## src/rtl/core/wavhp_pkg.sv

```systemverilog
// wavhp_pkg: constants shared by the WAV header parser.
// Holds the tag words, status codes and stream widths.
// No dependencies.
package wavhp_pkg;

    localparam int unsigned BYTE_W     = 8;
    localparam int unsigned STATUS_W   = 3;
    localparam int unsigned WORD_W     = 32;
    localparam int unsigned HALF_W     = 16;
    localparam int unsigned FMT_BYTES  = 16;
    localparam int unsigned FMT_IDX_W  = $clog2(FMT_BYTES);
    localparam int unsigned FMT_W      = FMT_BYTES * BYTE_W;
    localparam int unsigned M_TDATA_W  = 3 * HALF_W + 4 * WORD_W;

    localparam logic [WORD_W-1:0] MIN_FMT_SIZE = WORD_W'(FMT_BYTES);

    // tags as they appear in the shift word, first byte lowest
    localparam logic [WORD_W-1:0] TAG_RIFF = 32'h4646_4952;
    localparam logic [WORD_W-1:0] TAG_WAVE = 32'h4556_4157;
    localparam logic [WORD_W-1:0] TAG_FMT  = 32'h2074_6d66;
    localparam logic [WORD_W-1:0] TAG_DATA = 32'h6174_6164;

    localparam logic [STATUS_W-1:0] ST_OK        = 3'd0;
    localparam logic [STATUS_W-1:0] ST_NOT_RIFF  = 3'd1;
    localparam logic [STATUS_W-1:0] ST_NOT_WAVE  = 3'd2;
    localparam logic [STATUS_W-1:0] ST_FMT_SMALL = 3'd3;
    localparam logic [STATUS_W-1:0] ST_NO_FMT    = 3'd4;
    localparam logic [STATUS_W-1:0] ST_NO_DATA   = 3'd5;

endpackage

```

## src/rtl/core/wav_header_parser.sv

```systemverilog
// wav_header_parser: byte-serial RIFF/WAVE header parser, top level.
// Depends on wavhp_pkg.
//
// channel | dir | tdata                          | tuser       | tlast
// s_      | in  | data byte                      | first byte  | last byte
// m_      | out | fmt fields, data size, offset  | status      | -
//
// One byte per cycle while no result is stalled; the result request appears in
// the output register the cycle after the byte that ends the parse.
// aresetn (synchronous) returns the parser to waiting for the RIFF tag.
// A stalled result request holds its register; a new byte is taken whenever
// that register is empty or being drained.
module wav_header_parser (
    input  logic                           aclk,
    input  logic                           aresetn,
    input  logic                           s_tvalid,
    output logic                           s_tready,
    input  logic [wavhp_pkg::BYTE_W-1:0]   s_tdata,   // [7:0] data_byte
    input  logic                           s_tuser,   // [0] first_byte
    input  logic                           s_tlast,   // last_byte
    output logic                           m_tvalid,
    input  logic                           m_tready,
    // [15:0] channel_count, [47:16] sample_rate, [79:48] bytes_per_second,
    // [95:80] block_align, [111:96] sample_bits, [143:112] data_size,
    // [175:144] data_offset
    output logic [wavhp_pkg::M_TDATA_W-1:0] m_tdata,
    output logic [wavhp_pkg::STATUS_W-1:0] m_tuser    // [2:0] status
);

    localparam logic [3:0] PH_RIFF     = 4'd0;
    localparam logic [3:0] PH_FSIZE    = 4'd1;
    localparam logic [3:0] PH_WAVE     = 4'd2;
    localparam logic [3:0] PH_CID      = 4'd3;
    localparam logic [3:0] PH_SZ_FMT   = 4'd4;
    localparam logic [3:0] PH_SZ_DATA  = 4'd5;
    localparam logic [3:0] PH_SZ_OTHER = 4'd6;
    localparam logic [3:0] PH_FMT      = 4'd7;
    localparam logic [3:0] PH_SKIP     = 4'd8;
    localparam logic [3:0] PH_PAD      = 4'd9;
    localparam logic [3:0] PH_DONE     = 4'd10;

    localparam int unsigned W  = wavhp_pkg::WORD_W;
    localparam int unsigned BW = wavhp_pkg::BYTE_W;

    logic [3:0]                     phase_reg, phase_next;
    logic [W-1:0]                   pos_reg, pos_next;
    logic [W-1:0]                   left_reg, left_next;
    logic [W-1:0]                   tag_reg, tag_next;
    logic [W-1:0]                   chunk_reg, chunk_next;
    logic                           fmt_seen_reg, fmt_seen_next;
    logic [wavhp_pkg::FMT_W-1:0]    held_reg, held_next;
    logic                           m_valid_reg;
    logic [wavhp_pkg::M_TDATA_W-1:0] m_data_reg, m_data_next;
    logic [wavhp_pkg::STATUS_W-1:0] m_user_reg, m_user_next;

    logic                           accept;
    logic                           emit;
    logic [3:0]                     eph;
    logic [W-1:0]                   epos, eleft, etag, echunk;
    logic                           efmt;
    logic [W-1:0]                   tag_in, left_dec, pos_inc, skip_len;
    logic [wavhp_pkg::FMT_IDX_W-1:0] fmt_idx;

    assign s_tready = !m_valid_reg || m_tready;
    assign accept   = s_tvalid && s_tready;
    assign m_tvalid = m_valid_reg;
    assign m_tdata  = m_data_reg;
    assign m_tuser  = m_user_reg;

    always_comb begin
        // a first byte starts from the cleared state
        eph    = s_tuser ? PH_RIFF : phase_reg;
        epos   = s_tuser ? '0 : pos_reg;
        eleft  = s_tuser ? '0 : left_reg;
        etag   = s_tuser ? '0 : tag_reg;
        echunk = s_tuser ? '0 : chunk_reg;
        efmt   = s_tuser ? 1'b0 : fmt_seen_reg;

        pos_inc  = epos + W'(1);
        left_dec = eleft - W'(1);
        tag_in   = (eph <= PH_SZ_OTHER) ? {s_tdata, etag[W-1:BW]} : etag;
        skip_len = echunk - wavhp_pkg::MIN_FMT_SIZE;
        fmt_idx  = wavhp_pkg::FMT_IDX_W'(0) - eleft[wavhp_pkg::FMT_IDX_W-1:0];

        phase_next    = eph;
        pos_next      = pos_inc;
        left_next     = eleft;
        tag_next      = tag_in;
        chunk_next    = echunk;
        fmt_seen_next = efmt;
        held_next     = held_reg;
        emit          = 1'b0;
        m_user_next   = wavhp_pkg::ST_OK;
        m_data_next   = '0;

        case (eph)
            PH_RIFF: begin
                if (epos == W'(3)) begin
                    if (tag_in != wavhp_pkg::TAG_RIFF) begin
                        emit        = 1'b1;
                        m_user_next = wavhp_pkg::ST_NOT_RIFF;
                    end else begin
                        phase_next = PH_FSIZE;
                    end
                end
            end
            PH_FSIZE: begin
                if (epos == W'(7)) begin
                    phase_next = PH_WAVE;
                end
            end
            PH_WAVE: begin
                if (epos == W'(11)) begin
                    if (tag_in != wavhp_pkg::TAG_WAVE) begin
                        emit        = 1'b1;
                        m_user_next = wavhp_pkg::ST_NOT_WAVE;
                    end else begin
                        phase_next = PH_CID;
                        left_next  = W'(4);
                        tag_next   = '0;
                    end
                end
            end
            PH_CID: begin
                left_next = left_dec;
                if (left_dec == '0) begin
                    left_next = W'(4);
                    if (tag_in == wavhp_pkg::TAG_FMT) begin
                        phase_next = PH_SZ_FMT;
                    end else if (tag_in == wavhp_pkg::TAG_DATA) begin
                        phase_next = PH_SZ_DATA;
                    end else begin
                        phase_next = PH_SZ_OTHER;
                    end
                end
            end
            PH_SZ_FMT, PH_SZ_DATA, PH_SZ_OTHER: begin
                left_next = left_dec;
                if (left_dec == '0) begin
                    chunk_next = tag_in;
                    if (eph == PH_SZ_FMT) begin
                        if (tag_in < wavhp_pkg::MIN_FMT_SIZE) begin
                            emit        = 1'b1;
                            m_user_next = wavhp_pkg::ST_FMT_SMALL;
                        end else begin
                            left_next  = wavhp_pkg::MIN_FMT_SIZE;
                            phase_next = PH_FMT;
                        end
                    end else if (eph == PH_SZ_DATA && efmt) begin
                        emit        = 1'b1;
                        m_user_next = wavhp_pkg::ST_OK;
                        m_data_next = {pos_inc, tag_in, held_reg[127:16]};
                    end else if (tag_in == '0) begin
                        phase_next = PH_CID;
                        left_next  = W'(4);
                        tag_next   = '0;
                    end else begin
                        phase_next = PH_SKIP;
                        left_next  = tag_in;
                    end
                end
            end
            PH_FMT: begin
                for (int i = 0; i < int'(wavhp_pkg::FMT_BYTES); i++) begin
                    if (fmt_idx == wavhp_pkg::FMT_IDX_W'(i)) begin
                        held_next[i*BW +: BW] = s_tdata;
                    end
                end
                left_next = left_dec;
                if (left_dec == '0) begin
                    fmt_seen_next = 1'b1;
                    if (skip_len != '0) begin
                        phase_next = PH_SKIP;
                        left_next  = skip_len;
                    end else if (echunk[0]) begin
                        phase_next = PH_PAD;
                    end else begin
                        phase_next = PH_CID;
                        left_next  = W'(4);
                        tag_next   = '0;
                    end
                end
            end
            PH_SKIP: begin
                left_next = left_dec;
                if (left_dec == '0) begin
                    if (echunk[0]) begin
                        phase_next = PH_PAD;
                    end else begin
                        phase_next = PH_CID;
                        left_next  = W'(4);
                        tag_next   = '0;
                    end
                end
            end
            PH_PAD: begin
                phase_next = PH_CID;
                left_next  = W'(4);
                tag_next   = '0;
            end
            default: begin
                // parse finished: hold everything until a first byte
                phase_next = eph;
                pos_next   = epos;
                tag_next   = etag;
            end
        endcase

        if (eph != PH_DONE && s_tlast && !emit) begin
            emit = 1'b1;
            if (phase_next == PH_RIFF) begin
                m_user_next = wavhp_pkg::ST_NOT_RIFF;
            end else if (phase_next == PH_FSIZE || phase_next == PH_WAVE) begin
                m_user_next = wavhp_pkg::ST_NOT_WAVE;
            end else if (fmt_seen_next) begin
                m_user_next = wavhp_pkg::ST_NO_DATA;
            end else begin
                m_user_next = wavhp_pkg::ST_NO_FMT;
            end
        end
        if (emit) begin
            phase_next = PH_DONE;
        end
    end

    always_ff @(posedge aclk) begin
        if (!aresetn) begin
            phase_reg    <= PH_RIFF;
            pos_reg      <= '0;
            left_reg     <= '0;
            tag_reg      <= '0;
            chunk_reg    <= '0;
            fmt_seen_reg <= 1'b0;
            m_valid_reg  <= 1'b0;
        end else begin
            if (accept) begin
                phase_reg    <= phase_next;
                pos_reg      <= pos_next;
                left_reg     <= left_next;
                tag_reg      <= tag_next;
                chunk_reg    <= chunk_next;
                fmt_seen_reg <= fmt_seen_next;
            end
            if (accept && emit) begin
                m_valid_reg <= 1'b1;
            end else if (m_tready) begin
                m_valid_reg <= 1'b0;
            end
        end
    end

    always_ff @(posedge aclk) begin
        if (accept) begin
            held_reg <= held_next;
        end
        if (accept && emit) begin
            m_data_reg <= m_data_next;
            m_user_reg <= m_user_next;
        end
    end

endmodule

```

## config.mk

```make
export PLATFORM = sky130hd
export DESIGN_NAME = wav_header_parser
export DESIGN_NICKNAME = d
export VERILOG_FILES = /design/src/rtl/core/wavhp_pkg.sv /design/src/rtl/core/wav_header_parser.sv
export SDC_FILE = /design/constraint.sdc
export NUM_CORES = 1
export LEC_CHECK = 0
export BUFFER_PORTS_ARGS = -buffer_cell sky130_fd_sc_hd__buf_4
export CORE_ASPECT_RATIO = 0.8
export CORE_MARGIN = 2
export CORE_UTILIZATION = 35
export DETAILED_ROUTE_END_ITERATION = 8
export SETUP_SLACK_MARGIN = 0.02
export SLEW_MARGIN = 0
export SYNTH_ARGS = -nofsm -noshare
export SYNTH_HDL_FRONTEND = slang
export SYNTH_SLANG_ARGS = --single-unit
```

## constraint.sdc

```tcl
create_clock -name aclk -period 29.6 [get_ports aclk]
set_clock_uncertainty 0.1 [all_clocks]
set_input_delay 5.92 -clock aclk [delete_from_list [all_inputs] [get_ports aclk]]
set_output_delay 5.92 -clock aclk [all_outputs]
set_load 0.05 [all_outputs]
```

==> metrics.csv, run 1 <==
stage;metric;value;unit
placed_design;Cells after DPL;3003;
synth;Area contributors post-synth;edfxtp_1, dfxtp_1, and2_1;
timing;max_slew headroom;22.2;%
worst_setup_path;Worst EP required;23.58;ns
route;Pre-antenna DRT Iters;6;
worst_setup_path;worst-path cell chain;buf_4 -> nand2b_1 -> buf_4;
synth;warnings from Yosys;0;
synth;ys async rst share;0;%
power_and_ir_drop;Switching Share;26.3;%
final_layout;Register Area;0.0114;sq mm
timing;setup violators final;0;
clock_tree;# H-tree levels;2;
power_and_ir_drop;P_leak;0.00881;uW
route;Met3 Wirelength;5.53;mm
worst_setup_path;CP Launch Type;input port;
synth;EDFF count, synth;291;
synth;Mapped Cells;2159;
final_layout;max reg flops;176;
worst_setup_path;Crit. End Element;output pin;
clock_tree;CTS tree;built;
synth;syn_nets;2181;
route;wire length per cell;23.1;um
global_routing;pin count of the biggest net entering global routing;135;
power_and_ir_drop;VDD IR max;35.7;uV
route;vias;18000;
floorplan;I/O Pins;195;
final_layout;layout cells sized above 1;15.0;%
power_and_ir_drop;Total Power;1370;uW
synth;register area share after synthesis;53.3;%
timing;Max Freq;0.0804;GHz
global_routing;grt ovf;0;
worst_setup_path;Worst Path Max Fanout;4;
timing;Worst Max-Slew Pin Slew;1.16;ns
timing;Slew Limit Fails;0;
placed_design;routability cong.;0.975;
power_and_ir_drop;Net Sw Power;361;uW
final_layout;area of the multi-input gates;0.00923;sq mm
clock_tree;Setup Fix Bufs, Post-CTS;0;
floorplan;row count;81;
min_path;worst hold path type;flop to flop;
synth;Synth top area share;40.8;%
route;routed vias/inst;5.83;
floorplan;die area;0.0632;sq mm
synth;Yosys cell types;94;
route;Post-Route WL;71.1;mm
placed_design;post-detail-place hpwl;49.6;mm
global_routing;number of global-route vias before repair;16800;
clock_tree;Num CTS Buffers;44;
floorplan;Die W;281;um
run;number of max-cap violations;0;
synth;Yosys reg bits;425;
floorplan;Core ar.;0.0608;sq mm
power_and_ir_drop;Int Pwr;1010;uW
floorplan;chip height;225;um
worst_setup_path;cell mode on critical path;buf_4;
worst_setup_path;critical path data arrival time;6.41;ns
power_and_ir_drop;Logic pwr share;11.1;%
floorplan;initial cell density of the core;35.2;%
clock_tree;clk sink count;425;
worst_setup_path;Setup Crit Path Kind;input port to output pin;
worst_setup_path;max incr delay on CP;0.21;ns
power_and_ir_drop;clock power share;41.0;%
placed_design;# port buffers;194;
clock_tree;PostCTS Resize Cnt;0;
route;Final ANT Viol Nets;0;
route;Met2 Wirelength;30.7;mm
final_layout;Area Growth Syn to Fin;15.8;%
synth;Synth top cells by count;edfxtp_1, nand2_1, nor2_1;
synth;cell taking the most area after synthesis;edfxtp_1;
final_layout;fillcell total;5867;
worst_setup_path;Crit-path slowest cell;buf_4;
synth;count leader, synth;edfxtp_1;
clock_tree;Clock transition at path regs;0.06;ns
route;met1 wire length;32.8;mm
clock_tree;hold_buf cts;0;
clock_tree;maximum root-to-sink buffer count;3;
final_layout;Antenna diodes;0;
route;Max Used Layer;met4;
synth;syn_area_per_cell;9.92;sq um
timing;Post-Route Setup TNS;0;ns
final_layout;Final nets;2283;
clock_tree;root buffer cell;clkbuf_16;
outcome;outcome;finished, final reports clean;
final_layout;final non-filler cell total;3082;
route;DRC Markers;0;
power_and_ir_drop;power share of the sequential group;47.9;%
global_routing;total track usage;22.0;%
synth;Main synth FF type;edfxtp_1;
timing;RSZ-0062 raised after global routing;no;
timing;endpoints failing hold;0;
global_routing;first-pass GRT wire length;106;mm
global_routing;initial antenna violation count;1;
synth;Post-Syn Area;0.0214;sq mm
timing;clock period minus worst slack;12.43;ns
timing;period utilisation layout;42.0;%
route;DRT iter0 DRCs;2352;
power_and_ir_drop;Pwr per Cell Area;55.2;mW/mm^2
clock_tree;Worst-Skew Late Latency;0.59;ns
timing;worst hold margin;0.400;ns
[layout by cell type (no fill, tap or decap), types with 7 or more instances in the layout]
cell / netlist / layout
a21o_1: 10 / 10
clkbuf_16: 0 / 45
nand2b_1: 21 / 21
o2111ai_1: 9 / 9
edfxtp_1: 291 / 291
inv_1: 21 / 19
xor2_1: 24 / 24
nand4_1: 33 / 33
a22o_1: 33 / 33
nor4_1: 52 / 52
ha_1: 8 / 8
a211oi_1: 12 / 12
or4_1: 22 / 22
o31a_1: 14 / 14
nor2_1: 223 / 223
or3_1: 18 / 18
nand2_1: 228 / 228
nand3_1: 43 / 43
a21oi_1: 127 / 125
or2_2: 9 / 9
o21a_1: 11 / 11
and3_1: 15 / 15
and2_1: 155 / 155
a31oi_1: 31 / 30
xnor2_1: 30 / 30
nor2b_1: 29 / 29
nor3_1: 48 / 48
o22ai_1: 7 / 7
a22oi_1: 50 / 50
o21ai_0: 108 / 108
nand4b_1: 9 / 9
clkbuf_1: 105 / 8
o31ai_1: 8 / 8
o221ai_1: 8 / 8
dfxtp_1: 134 / 134
mux2i_1: 8 / 8
a221oi_1: 9 / 9
nor4b_1: 11 / 11
buf_4: 2 / 218
[metal layers]
layer  global-route usage, %  vias up
met4                    7.14        0
met2                    32.3      842
met5                       0        -
met1                    32.4     8821
met3                    4.02      121
li1                        -     8190
[kinds of logic after synthesis]
logic type               after synthesis  share of synthesized area (%)
multiplexers                          10                          0.479
AO/OA/AOI/OAI                        500                           15.5
XOR/XNOR                              54                           2.21
flip-flops                           425                           53.3
buffers and inverters                184                           3.70
AND/OR/NAND/NOR                      978                           24.4
adder cells (fa/ha/maj)                8                          0.467
[final timing paths]
check / from / end / slack (ns) / depth (start not counted)
setup / recovery: m_tready / s_tready / 17.17 / 3
hold reg to reg: pos_reg[1]$_SDFFE_PN0P_ / pos_reg[1]$_SDFFE_PN0P_ / 0.40 / 2
hold / removal: pos_reg[1]$_SDFFE_PN0P_ / pos_reg[1]$_SDFFE_PN0P_ / 0.40 / 2
setup reg to reg: left_reg[4]$_SDFFE_PN0P_ / m_tdata[65]$_SDFFCE_PP0P_ / 23.15 / 14
[cell type report]
class	instances	share of cell area [%]
sequential	425	46.0
multi-input combinational	1550	37.2
timing repair buffer	218	6.60
clock buffer	59	4.99
tap	788	3.97
clock inverter	20	0.837
inverter	22	0.353
[critical path: cells and delay by family]
family                 cells  cell delay (ns)
and+or+nand+nor            1             0.18
buffers and inverters      2             0.31
[power by group through the flow]
stage          combinational (uW)  clock, uW  sequential [uW]
2_1_floorplan                85.5          0              684
3_3_place_gp                  148          0              668
3_5_place_dp                  149          0              668
4_1_cts                       150        570              656
5_1_grt                       162        595              657
6_report                      152        561              656
[stage by stage]
step | util [%] | instance area [sq um] | setup WS [ns]
global route | 40.8 | 24800 | 17.03
floorplan | - | 21400 | 15.05
CTS | 40.8 | 24800 | 17.16
detailed placement | 38.4 | 23400 | 16.91
global placement | 38.4 | 23400 | 17.12
finish | 40.8 | 24800 | 17.17
Power figures use the tool's default switching activity.
==> run 2: changes to the inputs <==
==> constraint.sdc (replaced) <==
create_clock -name aclk -period 11 [get_ports aclk]
set_clock_uncertainty 0.1 [all_clocks]
set_input_delay 2.2 -clock aclk [delete_from_list [all_inputs] [get_ports aclk]]
set_output_delay 2.2 -clock aclk [all_outputs]
set_load 0.05 [all_outputs]
==> run 2 against run 1 <==
Against the previous run: sequential power increased to 2.7 times the previous value; power increased to 2.7 times the previous value; sequential share of layout area decreased by 0.15 points; non-clock buffer count increased by 1; hold slack got worse by 0.0059 ns; clock power increased to 2.7 times the previous value; via count increased by 0.42%; wire length increased by 0.35%; critical endpoint is now m_tuser[0]$_DFFE_PP_.
==> metrics.csv, run 2 (synthesis gave the netlist of run 1 again) <==
stage;metric;value;unit;change
outcome;outcome;finished, final reports clean;;
worst_setup_path;Worst EP required;11.21;ns;-12.37 ns
floorplan;row count;81;;unchanged
floorplan;initial cell density of the core;35.2;%;unchanged
worst_setup_path;CP Launch Type;input port;;
clock_tree;Clock transition at path regs;0.06;ns;about the same
timing;endpoints failing hold;0;;unchanged
floorplan;die area;0.0632;sq mm;unchanged
timing;period utilisation layout;63.3;%;
route;vias;18000;;+0.42%
route;Final ANT Viol Nets;0;;unchanged
timing;RSZ-0062 raised after global routing;no;;
final_layout;most common cell after layout, fill and taps aside;edfxtp_1;;
timing;max_slew headroom;18.4;%;-3.9 points
route;DRC Markers;0;;unchanged
final_layout;layout cells sized above 1;15.3;%;+0.32 points
power_and_ir_drop;Pwr per Cell Area;149;mW/mm^2;+170%
route;routed vias/inst;5.84;;+0.22%
timing;Post-Route Setup TNS;0;ns;unchanged
floorplan;chip height;225;um;unchanged
clock_tree;maximum root-to-sink buffer count;3;;unchanged
global_routing;first-pass GRT wire length;107;mm;+0.33%
worst_setup_path;Worst Path Max Fanout;37;;+33
global_routing;pin count of the biggest net entering global routing;135;;unchanged
final_layout;Final nets;2285;;+0.088%
clock_tree;root buffer cell;clkbuf_16;;
clock_tree;clk sink count;425;;unchanged
clock_tree;Worst-Skew Late Latency;0.61;ns;+0.02 ns
power_and_ir_drop;VDD IR max;83.8;uV;+140%
placed_design;routability cong.;0.969;;-0.58%
clock_tree;Setup Fix Bufs, Post-CTS;0;;unchanged
timing;clock period minus worst slack;6.96;ns;
floorplan;Core ar.;0.0608;sq mm;unchanged
run;number of max-cap violations;0;;unchanged
timing;setup violators final;0;;unchanged
power_and_ir_drop;P_leak;0.00885;uW;+0.41%
global_routing;grt ovf;0;;unchanged
worst_setup_path;critical path data arrival time;7.17;ns;+0.76 ns
timing;Slew Limit Fails;0;;unchanged
worst_setup_path;Crit. End Element;flop;;
route;Post-Route WL;71.3;mm;+0.35%
final_layout;most frequent cells in the layout;edfxtp_1, nand2_1, nor2_1;;
route;wire length per cell;23.1;um;+0.16%
floorplan;I/O Pins;195;;unchanged
power_and_ir_drop;Total Power;3700;uW;+170%
final_layout;max reg flops;176;;unchanged
clock_tree;PostCTS Resize Cnt;0;;unchanged
worst_setup_path;Setup Crit Path Kind;input port to flop;;
global_routing;initial antenna violation count;3;;+2
min_path;worst hold path type;flop to flop;;
clock_tree;# H-tree levels;2;;unchanged
final_layout;fillcell total;5917;;+0.85%
route;DRT iter0 DRCs;2045;;-13%
route;Pre-antenna DRT Iters;5;;-1
timing;Worst Max-Slew Pin Slew;1.22;ns;+0.0674 ns
final_layout;Area Growth Syn to Fin;16.2;%;
placed_design;post-detail-place hpwl;50.1;mm;+1.0%
global_routing;number of global-route vias before repair;16600;;-1.1%
floorplan;Die W;281;um;unchanged
placed_design;# port buffers;194;;unchanged
global_routing;total track usage;22.0;%;+0.024 points
timing;Max Freq;0.144;GHz;
clock_tree;CTS tree;built;;
clock_tree;Num CTS Buffers;45;;+2.3%
clock_tree;hold_buf cts;0;;unchanged
[run 2: cell types whose count changed in the layout (fill, tap and decap cells not counted)]
cell        change
clkinv_2        +1
clkbuf_16       +3
clkbuf_1        -2
clkinv_4        +2
clkinvlp_4      +1
clkinv_1        -1
clkinv_16       +1
clkbuf_4        +1
inv_4           +1
diode_2         +1
inv_16          -1
buf_12          +1
bufinv_16       -2
[run 2: cell type report]
cell class	count	area, sq um	area share [%]
diodes	1	2.50	0.0101
clock buffers	61	1310	5.28
clock inverters	22	190	0.764
inverters	22	87.6	0.352
multi-input cells	1550	9230	37.1
flip-flops and latches	425	11400	45.9
well taps	788	986	3.96
repair buffers	219	1660	6.66
[run 2: worst paths after layout]
| kind | start | end | slack (ns) | cells past startpoint |
|---|---|---|---|---|
| hold reg to reg | pos_reg[1]$_SDFFE_PN0P_ | pos_reg[1]$_SDFFE_PN0P_ | 0.39 | 2 |
| setup reg to reg | left_reg[4]$_SDFFE_PN0P_ | m_tdata[41]$_SDFFCE_PP0P_ | 5.18 | 13 |
| setup / recovery | s_tuser | m_tuser[0]$_DFFE_PP_ | 4.04 | 15 |
| hold / removal | pos_reg[1]$_SDFFE_PN0P_ | pos_reg[1]$_SDFFE_PN0P_ | 0.39 | 2 |
[run 2: routing by layer]
metal | track usage (%) | part of all wire, %
met2 | 32.5 | 43
met4 | 6.50 | 2.5
met5 | 0 | 0.052
met3 | 3.89 | 7.9
met1 | 32.7 | 46
[run 2: report_power, final]
| group | internal (uW) | total [uW] | switching (uW) |
|---|---|---|---|
| clock network | 871 | 1520 | 654 |
| registers | 1730 | 1770 | 35.8 |
| logic | 117 | 413 | 296 |
[run 2: per-stage QoR]
step / hold WS [ns] / area, sq um / std cells / setup slack (ns) / util [%]
after floorplan: 0.345 / 21400 / 2159 / 0.174 / -
after global placement: 0.365 / 23400 / 3004 / 3.71 / 38.5
after detailed placement: 0.381 / 23400 / 3004 / 3.55 / 38.5
after CTS: 0.395 / 24900 / 3087 / 4.14 / 40.9
after global routing: 0.431 / 24900 / 3087 / 3.71 / 40.9
final: 0.394 / 24900 / 3088 / 4.04 / 40.9
[run 2: critical path, cell delays in order]
cell and delay, ns:
buf_4 0.36, inv_2 0.10, buf_4 0.28, nand2_1 0.18, ha_1 0.69, o211ai_1 0.35, nor4_1 0.34, o221ai_1 0.21
or4_1 0.56, nor4_1 0.86, or4b_1 0.25, o22ai_1 0.11, xor2_1 0.18, nor4b_2 0.33, a311oi_1 0.09
